## src/sv/msbs_pkg.sv

```systemverilog
package msbs_pkg;

  localparam int OpW      = 1;
  localparam int ByteW    = 8;
  localparam int IdxOutW  = 4;
  localparam int OffW     = 14;
  localparam int LenOutW  = 7;
  localparam int OutDataW = 32;

  localparam logic [OpW-1:0] OP_LOAD = 1'b0;
  localparam logic [OpW-1:0] OP_SCAN = 1'b1;

  typedef enum logic [2:0] {
    ST_IDLE,
    ST_SCAN,
    ST_RPLY,
    ST_RD,
    ST_SEND
  } state_e;

  typedef struct packed {
    logic wr_en;
    logic rd_en;
    logic shift;
    logic clr_all;
    logic clr_one;
    logic upd;
  } cell_ctl_t;

endpackage

```

## src/sv/msbs_ram.sv

```systemverilog
module msbs_ram #(
  parameter int Width = 8,
  parameter int Depth = 16,
  parameter int AddrW = (Depth > 1) ? $clog2(Depth) : 1
) (
  input  logic             clk_i,
  input  logic             we_i,
  input  logic [AddrW-1:0] waddr_i,
  input  logic [Width-1:0] wdata_i,
  input  logic             re_i,
  input  logic [AddrW-1:0] raddr_i,
  output logic [Width-1:0] rdata_o
);

  logic [Width-1:0] mem_q [Depth];
  logic [Width-1:0] rdata_q;

  always_ff @(posedge clk_i) begin
    if (we_i) begin
      mem_q[waddr_i] <= wdata_i;
    end
    if (re_i) begin
      rdata_q <= mem_q[raddr_i];
    end
  end

  assign rdata_o = rdata_q;

endmodule

```

## src/sv/msbs_cell.sv

```systemverilog
module msbs_cell #(
  parameter int NumSigs = 16,
  parameter int PosW    = 7,
  parameter int Idx     = 0,
  parameter int SigW    = (NumSigs > 1) ? $clog2(NumSigs) : 1
) (
  input  logic                             clk_i,
  input  logic                             rst_ni,
  input  msbs_pkg::cell_ctl_t              ctl_i,
  input  logic [SigW-1:0]                  addr_i,
  input  logic [SigW-1:0]                  sig_i,
  input  logic [PosW-1:0]                  pos_i,
  input  logic [msbs_pkg::ByteW-1:0]       wdata_i,
  input  logic [msbs_pkg::ByteW-1:0]       byte_i,
  input  logic [msbs_pkg::ByteW-1:0]       rb_i,
  input  logic                             p_i,
  output logic [msbs_pkg::ByteW-1:0]       rb_o,
  output logic                             p_o,
  output logic                             hit_o
);

  logic [msbs_pkg::ByteW-1:0] sig_byte;
  logic [msbs_pkg::ByteW-1:0] rb_q;
  logic [NumSigs-1:0]         p_q;
  logic                       we;

  // byte Idx of every signature
  assign we = ctl_i.wr_en && (pos_i == PosW'(Idx));

  msbs_ram #(
    .Width (msbs_pkg::ByteW),
    .Depth (NumSigs),
    .AddrW (SigW)
  ) u_sig_ram (
    .clk_i   (clk_i),
    .we_i    (we),
    .waddr_i (addr_i),
    .wdata_i (wdata_i),
    .re_i    (ctl_i.rd_en),
    .raddr_i (addr_i),
    .rdata_o (sig_byte)
  );

  // prefix of length Idx+1 matches ending at the newest byte
  assign hit_o = p_i && (sig_byte == byte_i);
  assign p_o   = p_q[sig_i];
  assign rb_o  = rb_q;

  always_ff @(posedge clk_i or negedge rst_ni) begin
    if (!rst_ni) begin
      p_q  <= '0;
      rb_q <= '0;
    end else begin
      if (ctl_i.clr_all) begin
        p_q <= '0;
      end else if (ctl_i.clr_one) begin
        p_q[sig_i] <= 1'b0;
      end else if (ctl_i.upd) begin
        p_q[sig_i] <= hit_o;
      end
      if (ctl_i.shift) begin
        rb_q <= rb_i;
      end
    end
  end

endmodule

```

## config.mk

```make
export PLATFORM = sky130hd
export DESIGN_NAME = msbs_cell
export DESIGN_NICKNAME = d
export VERILOG_FILES = /design/src/sv/msbs_pkg.sv /design/src/sv/msbs_ram.sv /design/src/sv/msbs_cell.sv
export SDC_FILE = /design/constraint.sdc
export NUM_CORES = 1
export LEC_CHECK = 0
export ABC_CLOCK_PERIOD_IN_PS = 1600
export BUFFER_PORTS_ARGS = -buffer_cell sky130_fd_sc_hd__buf_4
export CELL_PAD_IN_SITES_DETAIL_PLACEMENT = 1
export CELL_PAD_IN_SITES_GLOBAL_PLACEMENT = 1
export CORE_UTILIZATION = 30
export CTS_CLUSTER_DIAMETER = 200
export DETAILED_ROUTE_END_ITERATION = 6
export PLACE_DENSITY = 0.47
export SYNTH_ARGS = -nofsm -noshare
export SYNTH_HDL_FRONTEND = slang
export SYNTH_SLANG_ARGS = --single-unit
```

## constraint.sdc

```tcl
create_clock -name clk_i -period 1.6 [get_ports clk_i]
set_input_delay 0.08 -clock clk_i [delete_from_list [all_inputs] [get_ports clk_i]]
set_output_delay 0.08 -clock clk_i [all_outputs]
set_load 0.005 [all_outputs]
```

Word level (Yosys, flattened, before mapping)
Memories as Yosys holds them, arrays and structs flattened. A register that Yosys moved wholly into a read port is not among the register bits.
Index checks and enable logic that the tools add are counted.
{"block": "word_totals", "register_bits": 24, "output_inout_bits": 10, "memories": 1, "ram_bits": 128}
{"block": "op_classes", "bitwise_logic": 2, "n_eq_ne": 1, "magnitude_cmp": 2, "mux": 10, "reduce_logical": 5}
{"name": "u_sig_ram.mem_q", "depth": 16, "word_bits": 8, "read_ports": 1, "rd_clocked_by_memory_dff": 1, "wr": 1, "line": "msbs_ram.sv:15", "rtl": "logic [Width-1:0] mem_q [Depth];"}
{"cell": "$mux 16", "n": 3}
{"cell": "$and 16x16->16", "n": 1}
{"cell": "$bwmux 16", "n": 1}
{"cell": "$not 16->16", "n": 1}
{"cell": "$eq 8x8->1", "n": 1}
{"cell": "$logic_not 7->1", "n": 1}
{"cell": "$lt 4x5->1 const B", "n": 1}
{"cell": "$bmux 1 s4", "n": 1}
{"cell": "$demux 1 s4", "n": 1}
{"cell": "$ge 4x1->1 const B", "n": 1}
{"cell": "$mux 1", "n": 4}
{"cell": "$logic_and 1x1->1", "n": 3}
{"cell": "$reduce_bool 3->1", "n": 1}

Longest topological paths before layout
{"block": "logic_depth", "word_depth": 8, "depth_mapped": 5}

Modules after synthesis
Synthesis repeated with hierarchy kept, for this count alone.
{"block": "hier_totals", "cells_unflattened": 349, "hier_area_um2": 6578.8}
{"module": "msbs_ram", "n_inst": 1, "cells_each": 229, "area_per_inst_um2": 5227.5}
{"module": "msbs_cell", "n_inst": 1, "cells_each": 120, "area_per_inst_um2": 1351.3}

Worst setup path after synthesis
OpenSTA, ideal clock, no wires.
{"block": "synth_timing", "path_kind": "in2reg", "from": "input addr_i[1]", "to": "memory u_sig_ram.mem_q[3][0], enable pin", "required_time_ns": 1.217, "setup_ns": 0.383, "slack_ns": -0.144, "t_arrival_ns": 1.361, "stages": 4, "path_cell_list": "buf_2 -> buf_1 -> nand3_1 -> nor3_1"}
{"item": "from (decl)", "line": "msbs_cell.sv:10", "rtl": "input logic [SigW-1:0] addr_i,"}
{"item": "to (decl)", "line": "msbs_ram.sv:15"}
Straight into the memory's write port.

Final worst setup path
{"block": "layout_timing", "from": "register p_q[3]", "to": "output p_o"}
{"block": "layout_between", "elab_chain_cells": 2}
{"item": "from (decl)", "line": "msbs_cell.sv:24", "rtl": "logic [NumSigs-1:0] p_q;"}
{"item": "from (signal, indexed assignment)", "line": "msbs_cell.sv:59", "rtl": "p_q[sig_i] <= hit_o;"}
{"item": "$bmux 1 s4", "line": "msbs_cell.sv:46", "rtl": "assign p_o = p_q[sig_i];"}
{"item": "$mux 1 (implied by the code)", "line": "msbs_cell.sv:46"}
{"item": "to (decl)", "line": "msbs_cell.sv:18", "rtl": "output logic p_o,"}
Every way passes these cells. The select of a mux whose other input is x is not followed.

==> qor.csv <==
metric,value,unit
worstPathArrival,1650,ps
cp_max_fo,2,
fmax,578,MHz
stdcell_count,753,
yosysTopAreaCellShare,61.9,%
finalWorstSetupSlack,-131,ps
viasPerCell,4.79,
holdPathEnd,p_q[0],
yosysTopAreaCell,edfxtp_1,
setup_violations,1,
antenna_cells,0,
synth_warnings,0,
status,"finished, violations left",
start_kind,flop,
clock_skew,12.1,ps
finalHoldViolations,0,
yosysUniqueCellTypes,38,
violations,setup timing,
row_count,53,
ant_nets,0,
num_vias,3609,
rsz0062_at_grt,yes,
numCtsBuffers,17,
start_util,31.0,%
max-slew-margin-rel,44.4,%
io_pins,58,
grt_max_degree,37,
period_minus_slack,1730,ps
min_path_type,primary input to flop,
layout_worst_path_cycle_share,108,%
max_stage_delay,470,ps
syn_inst,355,
wl_per_cell,19.5,µm
tritoncts,built,
die_h,150,µm
hold-worst-slack,39.5,ps
yosysMostFrequentCell,edfxtp_1,
firstDrtPassIters,4,
drive_above_1_share,33.7,%
fin_nets,513,
clock_latency,430,ps
maxCapViolCount,0,
root_buffer,clkbuf_16,
port_buffers,57,
coreArea,21300,µm²
rr_startpoint,u_sig_ram.mem_q[9][3],
dp_cells,695,
synth_edf_count,136,
p_per_area,1090,nW/µm²
met2_length,7110,µm
slew_violations,0,
worstMarginPinSlew,832,ps
ys_ff_latch,160,
vdd_drop_max,0.711,mV
fill_cells,2088,
clkTransAtPathRegs,70,ps
slowest_stage,mux4_2,
antenna_found_initial,0,
synth_area_leaders,"edfxtp_1 (62%), dfrtp_1 (9.1%), mux4_2 (6.8%)",
h-tree-depth,4,
reg2reg_to,u_sig_ram.rdata_o[3],
cp.required,1520,ps
p_leak,3.00,nW
hold_depth,4,
die_area,22600,µm²
grt-ovfl-total,0,
synth.net_count,403,
end_kind,primary output,
ys_seq_area_share,71.0,%
critical_path.cell_chain,mux4_2 -> a22oi_2 -> nand2_1 -> buf_4,
synth_flop_cell,edfxtp_1,
highest_layer,met4,
grt_pass1_vias,3951,
dp_hpwl,9940,µm
cts_sinks,160,
finalWeightedCongestion,0.747,
drt_wl_total,14700,µm
hold_start,sig_i[3],
dr_wl_met3,638,µm
worstSetupPathType,flop to primary output,
die_x,150,µm
drt-met1-wl,6790,µm
gr-usage-all-layers,14.2,%
rrSetupSlack,30,ps
syn_area,6600,µm²
crit_buf_inv,1,
clk_path_buf_depth,2,
cp_top_family,multiplexers,
grt_pass1_wl,23100,µm
area_delta_synth_final,27.7,%
reg2regPathDepth,3,
drc,0,
avgSynthCellArea,18.6,µm²
drt_iter0_drc,116,
synth.top_cells.by_count,"edfxtp_1 (136), dfrtp_1 (24), mux4_2 (20)",
async_flop_share,15.0,%
==> state kept, by name, indices dropped and copies added, names as in the netlist <==
signal	count
rb_o	8
u_sig_ram.mem_q	128
u_sig_ram.rdata_o	8
p_q	16
==> stage by stage <==
step                instance area (µm²)  setup WS, ps  setup TNS (ps)  util [%]  total power [mW]
floorplan                          6620          -137           -4350         -              4.94
finish                             8430          -131            -131      39.6              9.20
global placement                   7540          -177          -11450      35.4              5.23
global route                       8430          -202            -257      39.6              9.52
CTS                                8390          -166            -166      39.4              9.31
detailed placement                 7540          -175          -11360      35.4              5.23
==> cells by family (layout without fill, tap and decap cells) <==
logic type      count (synthesis)  in the layout  share of synthesized area [%]
compound gates                 34             34                           3.81
xor+xnor                        4              4                          0.531
buf+inv                        20            143                           1.65
flops                         160            160                           71.0
mux                            48             48                           15.2
simple gates                   89             89                           7.87
==> cells in the final DEF, fill, tap and decap left out, types with 5 or more instances in the layout <==
cell,n
a22oi_1,12
a22oi_2,6
buf_4,80
clkbuf_16,17
dfrtp_1,24
dlygate4sd3_1,26
edfxtp_1,136
inv_8,7
mux2_2,8
mux4_1,15
mux4_2,21
nand2_1,18
nand2b_1,10
nand3_1,6
nand3b_1,14
nor2_1,15
nor2b_1,5
o21ai_0,6
o21ai_1,6
==> tightest hold or removal path: stages <==
cell     delay, ps
buf_4           90
nor2_1          90
nand2_1         90
mux2i_1         70
==> metal layers <==
| layer | vias up | GRT usage, % |
|---|---|---|
| li1 | 1665 | - |
| met1 | 1859 | 19.2 |
| met2 | 70 | 22.7 |
| met3 | 15 | 3.33 |
| met4 | 0 | 4.39 |
| met5 | - | 0 |
==> layout make-up <==
class	count	area, µm²	area share, %
clock buffers	17	425	5.05
clock inverters	15	164	1.94
inverters	1	3.75	0.0445
multi-input cells	175	1870	22.1
flip-flops and latches	160	4680	55.6
well taps	275	344	4.08
repair buffers	110	941	11.2
==> power by group <==
group / total (mW) / internal, mW / leakage, nW / switching (mW)
Sequential: 4.59 / 4.56 / 1.55 / 0.0217
Clock: 3.99 / 2.11 / 0.292 / 1.89
Combinational: 0.622 / 0.326 / 1.16 / 0.296
Total: 9.20 / 7.00 / 3.00 / 2.20
==> how the worst max path moves through the flow <==
stage | startpoint | cells past startpoint | end | slack (ps)
global route | p_q[11] | 4 | p_o | -200
global placement | pos_i[1] | 6 | u_sig_ram.mem_q[0][1] | -180
finish | p_q[3] | 4 | p_o | -130
floorplan | pos_i[1] | 4 | u_sig_ram.mem_q[12][0] | -140
CTS | p_q[11] | 4 | p_o | -170
detailed placement | pos_i[1] | 6 | u_sig_ram.mem_q[0][2] | -180
==> repair_timing <==
action                                 4_1_cts  5_1_grt
endpoints found under the hold margin      161        0
resized for setup                            1       10
buffers inserted                             0        0
setup endpoints to repair                    1        7
hold buffers                                26        0
pin swaps                                    0        2
Power figures use the tool's default switching activity.
