<file path="src/sv/msbs_ram.sv">
module msbs_ram #(
  parameter int Width = 8,
  parameter int Depth = 16,
  parameter int AddrW = (Depth > 1) ? $clog2(Depth) : 1
) (
  input  logic             clk_i,
  input  logic             we_i,
  input  logic [AddrW-1:0] waddr_i,
  input  logic [Width-1:0] wdata_i,
  input  logic             re_i,
  input  logic [AddrW-1:0] raddr_i,
  output logic [Width-1:0] rdata_o
);

  logic [Width-1:0] mem_q [Depth];
  logic [Width-1:0] rdata_q;

  always_ff @(posedge clk_i) begin
    if (we_i) begin
      mem_q[waddr_i] <= wdata_i;
    end
    if (re_i) begin
      rdata_q <= mem_q[raddr_i];
    end
  end

  assign rdata_o = rdata_q;

endmodule

</file>
<file path="config.mk">
export PLATFORM = sky130hd
export DESIGN_NAME = msbs_ram
export DESIGN_NICKNAME = d
export VERILOG_FILES = /design/src/sv/msbs_ram.sv
export SDC_FILE = /design/constraint.sdc
export NUM_CORES = 1
export LEC_CHECK = 0
export ABC_CLOCK_PERIOD_IN_PS = 2900
export BUFFER_PORTS_ARGS = -buffer_cell sky130_fd_sc_hd__buf_2
export CAP_MARGIN = 10
export CORE_AREA = 8 8 131 84
export DETAILED_ROUTE_END_ITERATION = 16
export DIE_AREA = 0 0 139 92
export GPL_ROUTABILITY_DRIVEN = 0
export GPL_TIMING_DRIVEN = 0
export PLACE_DENSITY = 0.76
export SETUP_SLACK_MARGIN = 0.3
export SYNTH_ARGS = -nofsm -noshare
export SYNTH_HDL_FRONTEND = slang
export SYNTH_SLANG_ARGS = --single-unit
</file>
<file path="constraint.sdc">
create_clock -name clk_i -period 2.9 [get_ports clk_i]
set_input_delay 0.87 -clock clk_i [delete_from_list [all_inputs] [get_ports clk_i]]
set_output_delay 0.87 -clock clk_i [all_outputs]
set_load 0.05 [all_outputs]
</file>
Yosys cells after proc, flatten, opt, wreduce, memory -nomap -nowiden. Memory sizes are Yosys's and may differ from the RTL's. A register that Yosys moved wholly into a read port is not among the register bits. Index checks and enable logic that the tools add are counted.

Bits in registers: 0. Memory bits (writable): 128. Bits of input ports: 19. Output and inout bits: 8. Logic and storage cells: 3. Memories kept: 1.

Muxes and demuxes: 2.

Memory list: mem_q (words 16, width 8, read ports 1, clocked after Yosys merged registers in 1, wr ports 1, line 15) `logic [Width-1:0] mem_q [Depth];`.

Operators by type and width (number): $mux W1 (2).

Longest topological paths before layout. Gate-level depths: netlist (run 1).

Depth in word-level cells: 2. Gate-level depth with buffers: 5. Mapped depth without buffers: 3.

Worst setup path after synthesis (run 1). No wires, ideal clock.

Path type: input to register. Start: input port waddr_i[2]. End: memory mem_q[0][0], enable pin. Library setup time: 383 ps. Arrival time: 1980 ps. Data required time: 2517 ps. Path slack: 537 ps. Stages on the path: 2. Path buffers: 0. Path through: or3b_2 > nor3_1.

RTL lines: start: declaration (line 8) `input logic [AddrW-1:0] waddr_i,`; end: declaration (line 15).

Straight into the memory's write port.

Worst setup path after layout (run 1).
Start: input port waddr_i[2]. End: memory mem_q[3][0], enable pin.

Straight into the memory's write port.

==> results of run 1 <==
[layout make-up]
cell class	count	area, sq um
timing repair buffer	29	145
clock buffer	17	425
multi-input combinational	83	1060
sequential	136	4080
clock inverter	15	231
fill	554	2810
tap	116	145
buffer	10	86.3
[flip-flops by register name, indices dropped and copies added (netlist names)]
register and count:
mem_q 128, rdata_o 8
[worst min path at each step]
stage                           end  slack (ns)              startpoint  cells after the start
3_5_place_dp   rdata_o[3]$_DFFE_PP_        0.76   mem_q[0][3]$_DFFE_PP_                      3
5_1_grt        rdata_o[0]$_DFFE_PP_        0.81  mem_q[15][0]$_DFFE_PP_                      3
6_report       rdata_o[3]$_DFFE_PP_        0.76   mem_q[0][3]$_DFFE_PP_                      3
2_1_floorplan  rdata_o[0]$_DFFE_PP_        0.70   mem_q[7][0]$_DFFE_PP_                      3
4_1_cts        rdata_o[3]$_DFFE_PP_        0.77   mem_q[0][3]$_DFFE_PP_                      3
3_3_place_gp   rdata_o[2]$_DFFE_PP_        0.74   mem_q[3][2]$_DFFE_PP_                      3
[cells in the mapped netlist]
master	n
sky130_fd_sc_hd__mux4_2	18
sky130_fd_sc_hd__buf_4	1
sky130_fd_sc_hd__buf_2	3
sky130_fd_sc_hd__a22oi_1	16
sky130_fd_sc_hd__clkdlybuf4s25_2	3
sky130_fd_sc_hd__mux4_1	14
sky130_fd_sc_hd__nand2_1	9
sky130_fd_sc_hd__nand3_1	1
sky130_fd_sc_hd__nand2b_1	2
sky130_fd_sc_hd__buf_6	3
sky130_fd_sc_hd__or3b_2	1
sky130_fd_sc_hd__edfxtp_1	136
sky130_fd_sc_hd__nor2_1	13
sky130_fd_sc_hd__nor3_1	4
sky130_fd_sc_hd__and2_1	1
sky130_fd_sc_hd__and2b_1	1
sky130_fd_sc_hd__nor2b_1	1
sky130_fd_sc_hd__nand3b_1	2
[worst register-to-register path, cell delays in order (launching register included)]
cell and delay (ns):
sky130_fd_sc_hd__edfxtp_1 0.37, sky130_fd_sc_hd__mux4_1 0.50, sky130_fd_sc_hd__a22oi_1 0.30, sky130_fd_sc_hd__nand2_1 0.08
[kinds of logic (layout without fill, tap and decap cells)]
logic type | after synthesis | after routing
flops | 136 | 136
simple gates | 35 | 35
mux | 32 | 32
compound gates | 16 | 16
buf+inv | 10 | 71
[per-layer routing]
metal  up-vias  global-route usage (%)  routed length, um  part of all wire, %
met5         -                       0                  0                    0
met4         0                    7.99                197                  1.8
met3        22                    5.23                852                  7.9
met2       146                    25.0               4680                   43
met1      1333                    25.3               5040                   47
li1       1078                       -                  -                    -
[power by group]
group / internal (mW) / total, mW / leakage (nW) / switching [mW]
Sequential: 2.22 / 2.23 / 1.24 / 0.0104
Combinational: 0.0859 / 0.242 / 0.540 / 0.156
Clock: 1.60 / 2.39 / 0.316 / 0.789
Total: 3.90 / 4.86 / 2.09 / 0.956
==> reports/metrics.cfg, run 1 <==
[run_status]
run_status=completed

[setup_path]
critical_path_arrival_ns=2.26
critical_path.cell_chain=buf_2 -> or3b_2 -> nor2_1
crit_path_end=mem_q[3][0]$_DFFE_PP_
logic_depth_of_the_worst_register_to_register_path=3
cp_data_required_time_ns=2.93
cp-startpoint=waddr_i[2]
crit_path_end_kind=flip-flop
crit-reg2reg-capture=rdata_o[1]$_DFFE_PP_
timing.critical_path.buf_inv=1
timing.reg2reg.setup_slack_ns=1.39
worst_path_max_delay_cell=sky130_fd_sc_hd__nor2_1
critical_path_peak_fanout=8
worst_path_dominant_cell_family=simple AND/OR/NAND/NOR gates
critical_path.startpoint_type=primary input
timing.setup.critical_path_class=primary input to flip-flop
critical_path_depth=3
critical_path.max_stage_delay_ns=0.76
r2r_start=mem_q[8][1]$_DFFE_PP_

[yosys]
syn_area_sq_um=5230
postSynthNetCount=248
muxShareOfSynthArea_pct=14.8
yosys.area_share.simple_pct=3.14
synth-seq-cells=136
synth_seq_area_share_pct=78.1
synth_top_family_by_area=multiplexers
post_synth_fa_ha_maj_area_fraction_pct=0
synthDistinctLibCells=18
synth_top_area_share_pct=78.1
yosys-top-cells-area=sky130_fd_sc_hd__edfxtp_1 78%, sky130_fd_sc_hd__mux4_2 7.8%, sky130_fd_sc_hd__mux4_1 7.0%, sky130_fd_sc_hd__a22oi_1 2.3%, sky130_fd_sc_hd__nor2_1 0.93%
netlist_instances=229
synth_xor_area_share_pct=0
compound_cell_area_share_of_the_yosys_netlist_pct=2.30
synthesis.area_per_instance_sq_um=22.8
netlist.top_cell.by_area=sky130_fd_sc_hd__edfxtp_1
yosysWarnings=0

[clocking]
worst_skew_pair.late_latency_ns=0.41
htree_num_levels=4
cts_inserted_buffers=17
clock_sink_count=136
ctsResizeCount=0
tritoncts=yes
cts.root.buffer_cell=sky130_fd_sc_hd__clkbuf_16
post-cts-setup-buffer-count=0
ctsLongestPathBuffers=2
postCtsHoldBufs=0
cts.clk_slew.worst_paths_ns=0.05

[floorplan]
die_boundary_height_um=92
die_w_um=139
placementRows=27
start_util_pct=58.2
io_pins=27
design.core.area_sq_um=8990
floorplan.die_area_sq_um=12800

[placement]
io_buffer_count=25
dp_cells=373
dpl_cell_area_sq_um=5510
dp_slack_ns=0.210
post-dp-hpwl_mm=6.97

[timing]
postLayoutSetupSlackWorst_ns=0.666
timing.clock.skew_ns=0.00920
final.hold.worst_slack_ns=0.765
finalCriticalPeriod_ns=2.23
fin_max_slew_vios=0
fin_setup_tns_ns=0
tightestPinTransition_ns=1.01
timing.max_slew.rel_slack_pct=32.5
grt_setup_unrepaired=no
hold_violation_count_in_the_final_report=0
timing.fmax_ghz=0.448
finalCritPeriodShare_pct=77.0
number_of_setup_violations_in_the_final_report=0

[global_route]
grt_pass1_vias=2638
global_route_total_overflow=0
grt_start_max_net_pins=17
grt_pass1_wl_mm=16.1
initial_antenna_violation_count=0
grtUsageTotal_pct=17.8

[drt]
initial_drc_count=291
drt.antenna.violating_nets=0
drt-pass1-iter-count=6
drt_wl_total_mm=10.8
avgRoutedWirePerCell_um=26.5
route.vias.total=2579
drc=0
route.detailed.vias_per_inst=6.35

[layout]
drive_above_1_share_pct=30.7
final_common_cell=sky130_fd_sc_hd__edfxtp_1
postLayoutCoreUtil_pct=68.7
layout.cells.non_filler=406
num-nets-final=296
final_instance_area_sq_um=6170
antennaDiodeCount=0
area_added_between_synthesis_and_finish_pct=18.1
most-common-layout-cells=136 x sky130_fd_sc_hd__edfxtp_1, 32 x sky130_fd_sc_hd__buf_2, 18 x sky130_fd_sc_hd__mux4_2

[pwr]
tot_pwr_mw=4.86
max-vdd-ir-drop_mv=0.446
pwr_density_cell_nw_per_um2=786
static-leakage-power_nw=2.09

[worst_hold_path]
hold_class=flip-flop to flip-flop

[flow_run]
max_cap_viol_count=0

Note: power is estimated with default switching activity, not from simulation.
==> inputs of run 2 (changes only) <==
==> config.mk (replaced) <==
export PLATFORM = sky130hd
export DESIGN_NAME = msbs_ram
export DESIGN_NICKNAME = d
export VERILOG_FILES = /design/src/sv/msbs_ram.sv
export SDC_FILE = /design/constraint.sdc
export NUM_CORES = 1
export LEC_CHECK = 0
export ABC_CLOCK_PERIOD_IN_PS = 1820
export BUFFER_PORTS_ARGS = -buffer_cell sky130_fd_sc_hd__buf_2
export CAP_MARGIN = 10
export CORE_AREA = 8 8 137 88
export DETAILED_ROUTE_END_ITERATION = 16
export DIE_AREA = 0 0 145 96
export GPL_ROUTABILITY_DRIVEN = 0
export GPL_TIMING_DRIVEN = 0
export PLACE_DENSITY = 0.73
export SETUP_SLACK_MARGIN = 0.3
export SYNTH_ARGS = -nofsm -noshare
export SYNTH_HDL_FRONTEND = slang
export SYNTH_SLANG_ARGS = --single-unit
==> constraint.sdc (replaced) <==
create_clock -name clk_i -period 1.82 [get_ports clk_i]
set_input_delay 0.546 -clock clk_i [delete_from_list [all_inputs] [get_ports clk_i]]
set_output_delay 0.546 -clock clk_i [all_outputs]
set_load 0.05 [all_outputs]
==> run 2 against run 1 <==
Sequential share of layout area decreased by 1.3 points. Cell area rose by 2.0%. Power grew 49%. Largest cell class unchanged.
==> reports/metrics.cfg, run 2 (same netlist as run 1, synthesis figures left out) <==
[run_status]
run_status=completed

[global_route]
grt_pass1_vias=2553
grt_start_max_net_pins=17
grt_pass1_wl_mm=15.8
grtUsageTotal_pct=16.1
global_route_total_overflow=0
initial_antenna_violation_count=0

[drt]
route.vias.total=2513
drt-pass1-iter-count=5
avgRoutedWirePerCell_um=24.9
drc=0
drt.antenna.violating_nets=0
route.detailed.vias_per_inst=5.84
initial_drc_count=229
drt_wl_total_mm=10.7

[setup_path]
critical_path_depth=3
timing.setup.critical_path_class=primary input to flip-flop
critical_path_peak_fanout=8
crit_path_end_kind=flip-flop
timing.critical_path.buf_inv=1
critical_path.startpoint_type=primary input
worst_path_max_delay_cell=sky130_fd_sc_hd__nor2_1
critical_path.max_stage_delay_ns=0.65
timing.reg2reg.setup_slack_ns=0.32
r2r_start=mem_q[1][3]$_DFFE_PP_
worst_path_dominant_cell_family=simple AND/OR/NAND/NOR gates
cp_data_required_time_ns=1.86
crit-reg2reg-capture=rdata_o[3]$_DFFE_PP_
logic_depth_of_the_worst_register_to_register_path=3
critical_path_arrival_ns=1.64
critical_path.cell_chain=buf_2 -> nand2b_1 -> nor2_1

[pwr]
max-vdd-ir-drop_mv=0.763
pwr_density_cell_nw_per_um2=1150
tot_pwr_mw=7.25
static-leakage-power_nw=2.05

[floorplan]
io_pins=27
floorplan.die_area_sq_um=13900
design.core.area_sq_um=10100
start_util_pct=51.6
die_boundary_height_um=96
die_w_um=145
placementRows=29

[timing]
finalCriticalPeriod_ns=1.60
timing.fmax_ghz=0.626
postLayoutSetupSlackWorst_ns=0.222
hold_violation_count_in_the_final_report=0
fin_setup_tns_ns=0
timing.max_slew.rel_slack_pct=47.7
final.hold.worst_slack_ns=0.452
timing.clock.skew_ns=0.00635
grt_setup_unrepaired=yes
tightestPinTransition_ns=0.781
number_of_setup_violations_in_the_final_report=0
fin_max_slew_vios=0
finalCritPeriodShare_pct=87.8

[flow_run]
max_cap_viol_count=0

[layout]
largest-register=mem_q
max_reg_flops=128
area_added_between_synthesis_and_finish_pct=20.5
final.fill_count=685
most-common-layout-cells=136 x sky130_fd_sc_hd__edfxtp_1, 32 x sky130_fd_sc_hd__mux4_2, 18 x sky130_fd_sc_hd__buf_2, 18 x sky130_fd_sc_hd__clkbuf_16, 10 x sky130_fd_sc_hd__a22oi_2
postLayoutCoreUtil_pct=62.2
num-nets-final=297
antennaDiodeCount=0
seq_area_sq_um=4080
multiInputGateArea_sq_um=1120
drive_above_1_share_pct=44.0
final_common_cell=sky130_fd_sc_hd__edfxtp_1

[clocking]
cts.clk_slew.worst_paths_ns=0.06
cts_inserted_buffers=17
htree_num_levels=4
clock_sink_count=136
ctsLongestPathBuffers=2
worst_skew_pair.late_latency_ns=0.42
tritoncts=yes
cts.root.buffer_cell=sky130_fd_sc_hd__clkbuf_16

[placement]
dp_slack_ns=-0.223
io_buffer_count=25
post-dp-hpwl_mm=6.78

[worst_hold_path]
hold_class=primary input to flip-flop
worst_hold_depth=1
hold_path.startpoint=re_i
hold_path_end=rdata_o[1]$_DFFE_PP_

[run 2: cell count changes in the layout (fill, tap and decap cells not counted), sizes merged]
cell	delta
bufinv	-4
clkbuf	+1
clkinv	+5
clkinvlp	-1
[run 2: power breakdown]
part	internal (mW)	switching [mW]
Sequential	3.53	0.0199
Clock	1.99	1.25
Combinational	0.186	0.279
Total	5.70	1.55
[run 2: final cells by class]
class / instances / area share (%)
Clock inverter: 15 / 2.17
Multi-Input combinational cell: 83 / 17.8
Buffer: 10 / 1.99
Sequential cell: 136 / 64.8
Tap cell: 139 / 2.76
Timing Repair Buffer: 30 / 3.66
Clock buffer: 17 / 6.75
[run 2: per-layer routing]
layer,track usage [%],up-vias,routed length (um)
li1,-,1074,-
met1,22.1,1330,4950
met2,23.8,96,4870
met3,5.07,13,765
met4,6.79,0,114
met5,0,-,0
[run 2: repair_timing]
| item | in CTS | in global routing |
|---|---|---|
| pin swaps | 0 | 2 |
| setup endpoints to repair | 88 | 72 |
| cloned | 0 | 1 |
| hold buffers | 0 | 0 |
| setup buffers | 2 | 2 |
| resized for setup | 28 | 8 |
[run 2: worst max-delay path by stage]
| stage | start | to |
|---|---|---|
| 3_5_place_dp | raddr_i[1] | rdata_o[1]$_DFFE_PP_ |
| 2_1_floorplan | raddr_i[0] | rdata_o[1]$_DFFE_PP_ |
| 6_report | waddr_i[1] | mem_q[13][6]$_DFFE_PP_ |
| 3_3_place_gp | raddr_i[1] | rdata_o[3]$_DFFE_PP_ |
| 5_1_grt | waddr_i[1] | mem_q[9][5]$_DFFE_PP_ |
| 4_1_cts | waddr_i[1] | mem_q[13][6]$_DFFE_PP_ |
[run 2: metrics by stage]
step           area (sq um)  instances
2_1_floorplan          5260        229
3_5_place_dp           5560        393
5_1_grt                6300        430
6_report               6300        430
3_3_place_gp           5560        393
4_1_cts                6220        427
==> inputs of run 3 (changes only) <==
--- a/config.mk
+++ b/config.mk
@@ -14,6 +14,7 @@
 export GPL_ROUTABILITY_DRIVEN = 0
 export GPL_TIMING_DRIVEN = 0
 export PLACE_DENSITY = 0.73
+export RECOVER_POWER = 50
 export SETUP_SLACK_MARGIN = 0.3
 export SYNTH_ARGS = -nofsm -noshare
 export SYNTH_HDL_FRONTEND = slang
==> run 3 against run 2 <==
Die area stayed put. First-iteration DRC count is 4.8% higher. Wire length is 0.36% lower. Register-to-register slack hardly changed. Worst hold slack better by 0.082 ns. Critical endpoint is now mem_q[1][5]$_DFFE_PP_. Largest power group unchanged.
==> reports/metrics.cfg, run 3 (same netlist as run 1, synthesis figures left out) <==
[run_status]
run_status=completed

[setup_path]
timing.critical_path.buf_inv=1
critical_path_peak_fanout=8
timing.setup.critical_path_class=primary input to flip-flop
critical_path_arrival_ns=1.67
critical_path.max_stage_delay_ns=0.55
crit-reg2reg-capture=rdata_o[3]$_DFFE_PP_
critical_path.startpoint_type=primary input
critical_path.cell_chain=clkbuf_1 -> or3b_1 -> nor2_2
r2r_start=mem_q[3][3]$_DFFE_PP_
critical_path_depth=3
timing.reg2reg.setup_slack_ns=0.33
crit_path_end_kind=flip-flop
worst_path_max_delay_cell=sky130_fd_sc_hd__or3b_1
worst_path_dominant_cell_family=simple AND/OR/NAND/NOR gates
cp_data_required_time_ns=1.88
logic_depth_of_the_worst_register_to_register_path=3

[floorplan]
io_pins=27
die_boundary_height_um=96
floorplan.die_area_sq_um=13900
placementRows=29
die_w_um=145
design.core.area_sq_um=10100
start_util_pct=51.6

[timing]
timing.clock.skew_ns=0.0113
fin_max_slew_vios=0
grt_setup_unrepaired=yes
hold_violation_count_in_the_final_report=0
timing.fmax_ghz=0.619
final.hold.worst_slack_ns=0.534
finalCritPeriodShare_pct=88.7
tightestPinTransition_ns=0.829
number_of_setup_violations_in_the_final_report=0
finalCriticalPeriod_ns=1.61
timing.max_slew.rel_slack_pct=44.7

[layout]
largest-register=mem_q
final_common_cell=sky130_fd_sc_hd__edfxtp_1
most-common-layout-cells=136 x sky130_fd_sc_hd__edfxtp_1, 32 x sky130_fd_sc_hd__mux4_2, 18 x sky130_fd_sc_hd__clkbuf_16
max_reg_flops=128
postLayoutCoreUtil_pct=62.0
area_added_between_synthesis_and_finish_pct=20.1
antennaDiodeCount=0
num-nets-final=297
final_instance_area_sq_um=6280
drive_above_1_share_pct=40.2

[clocking]
tritoncts=yes
cts_inserted_buffers=17
htree_num_levels=4
cts.root.buffer_cell=sky130_fd_sc_hd__clkbuf_16
ctsLongestPathBuffers=2
worst_skew_pair.late_latency_ns=0.42
cts.clk_slew.worst_paths_ns=0.06
clock_sink_count=136
postCtsHoldBufs=0

[placement]
post-dp-hpwl_mm=6.78
io_buffer_count=25
dpl_cell_area_sq_um=5560

[drt]
drt.antenna.violating_nets=0
drt_wl_total_mm=10.7
route.vias.total=2464
avgRoutedWirePerCell_um=24.8
drc=0
drt-pass1-iter-count=4
initial_drc_count=240
route.detailed.vias_per_inst=5.73

[flow_run]
max_cap_viol_count=0

[worst_hold_path]
worst_hold_depth=1
hold_path_end=rdata_o[1]$_DFFE_PP_
hold_path.startpoint=re_i
hold_class=primary input to flip-flop

[global_route]
initial_antenna_violation_count=0
grt_pass1_wl_mm=15.8
grt_pass1_vias=2553
global_route_total_overflow=0
grtUsageTotal_pct=16.1
grt_start_max_net_pins=17

[pwr]
static-leakage-power_nw=2.02
pwr_density_cell_nw_per_um2=1150
max-vdd-ir-drop_mv=0.755

run 3: worst register-to-register path, stage by stage, from the launching register on:
cell	delay [ns]
sky130_fd_sc_hd__edfxtp_1	0.35
sky130_fd_sc_hd__mux4_2	0.53
sky130_fd_sc_hd__a22oi_2	0.23
sky130_fd_sc_hd__nand2_1	0.11
run 3: stage by stage:
step	setup slack, ns	TNS (ns)	std cells	power, mW
final	0.206	0	430	7.23
after global routing	0.153	0	430	7.42
after CTS	0.221	0	427	7.26
after detailed placement	-0.223	-17.91	393	4.03
after global placement	-0.230	-15.11	393	4.01
after floorplan	0.0736	0	229	3.86
run 3: worst max path at each step:
stage	from	end	slack, ns
2_1_floorplan	raddr_i[0]	rdata_o[1]$_DFFE_PP_	0.07
3_3_place_gp	raddr_i[1]	rdata_o[3]$_DFFE_PP_	-0.23
3_5_place_dp	raddr_i[1]	rdata_o[1]$_DFFE_PP_	-0.22
4_1_cts	waddr_i[1]	mem_q[13][6]$_DFFE_PP_	0.22
5_1_grt	waddr_i[2]	mem_q[9][5]$_DFFE_PP_	0.15
6_report	waddr_i[2]	mem_q[1][5]$_DFFE_PP_	0.21
run 3: area by class of cell:
class / count / area [sq um]
plain buffers: 10 / 125
clock buffers: 17 / 425
clock inverters: 15 / 136
fillers: 684 / 3840
multi-input cells: 83 / 1120
flip-flops and latches: 136 / 4080
well taps: 139 / 174
repair buffers: 30 / 218
run 3: where the power goes:
group | switching [mW] | leakage, nW | total [mW] | internal (mW)
sequential | 0.0199 | 1.24 | 3.55 | 3.53
clock | 1.23 | 0.279 | 3.22 | 1.99
combinational | 0.277 | 0.506 | 0.459 | 0.181
run 3: what timing repair did:
item / 4_1_cts / 5_1_grt
setup buffers: 2 / 2
setup endpoints to repair: 88 / 72
gates cloned: 0 / 1
resized for setup: 28 / 8
pin swaps: 0 / 2
run 3: routing by layer:
layer	GRT usage [%]	vias to the layer above	share of wire, %
met2	23.8	101	46
met1	22.1	1279	43
met3	5.07	7	10
met5	0	-	0
met4	6.79	0	0.68
li1	-	1077	-
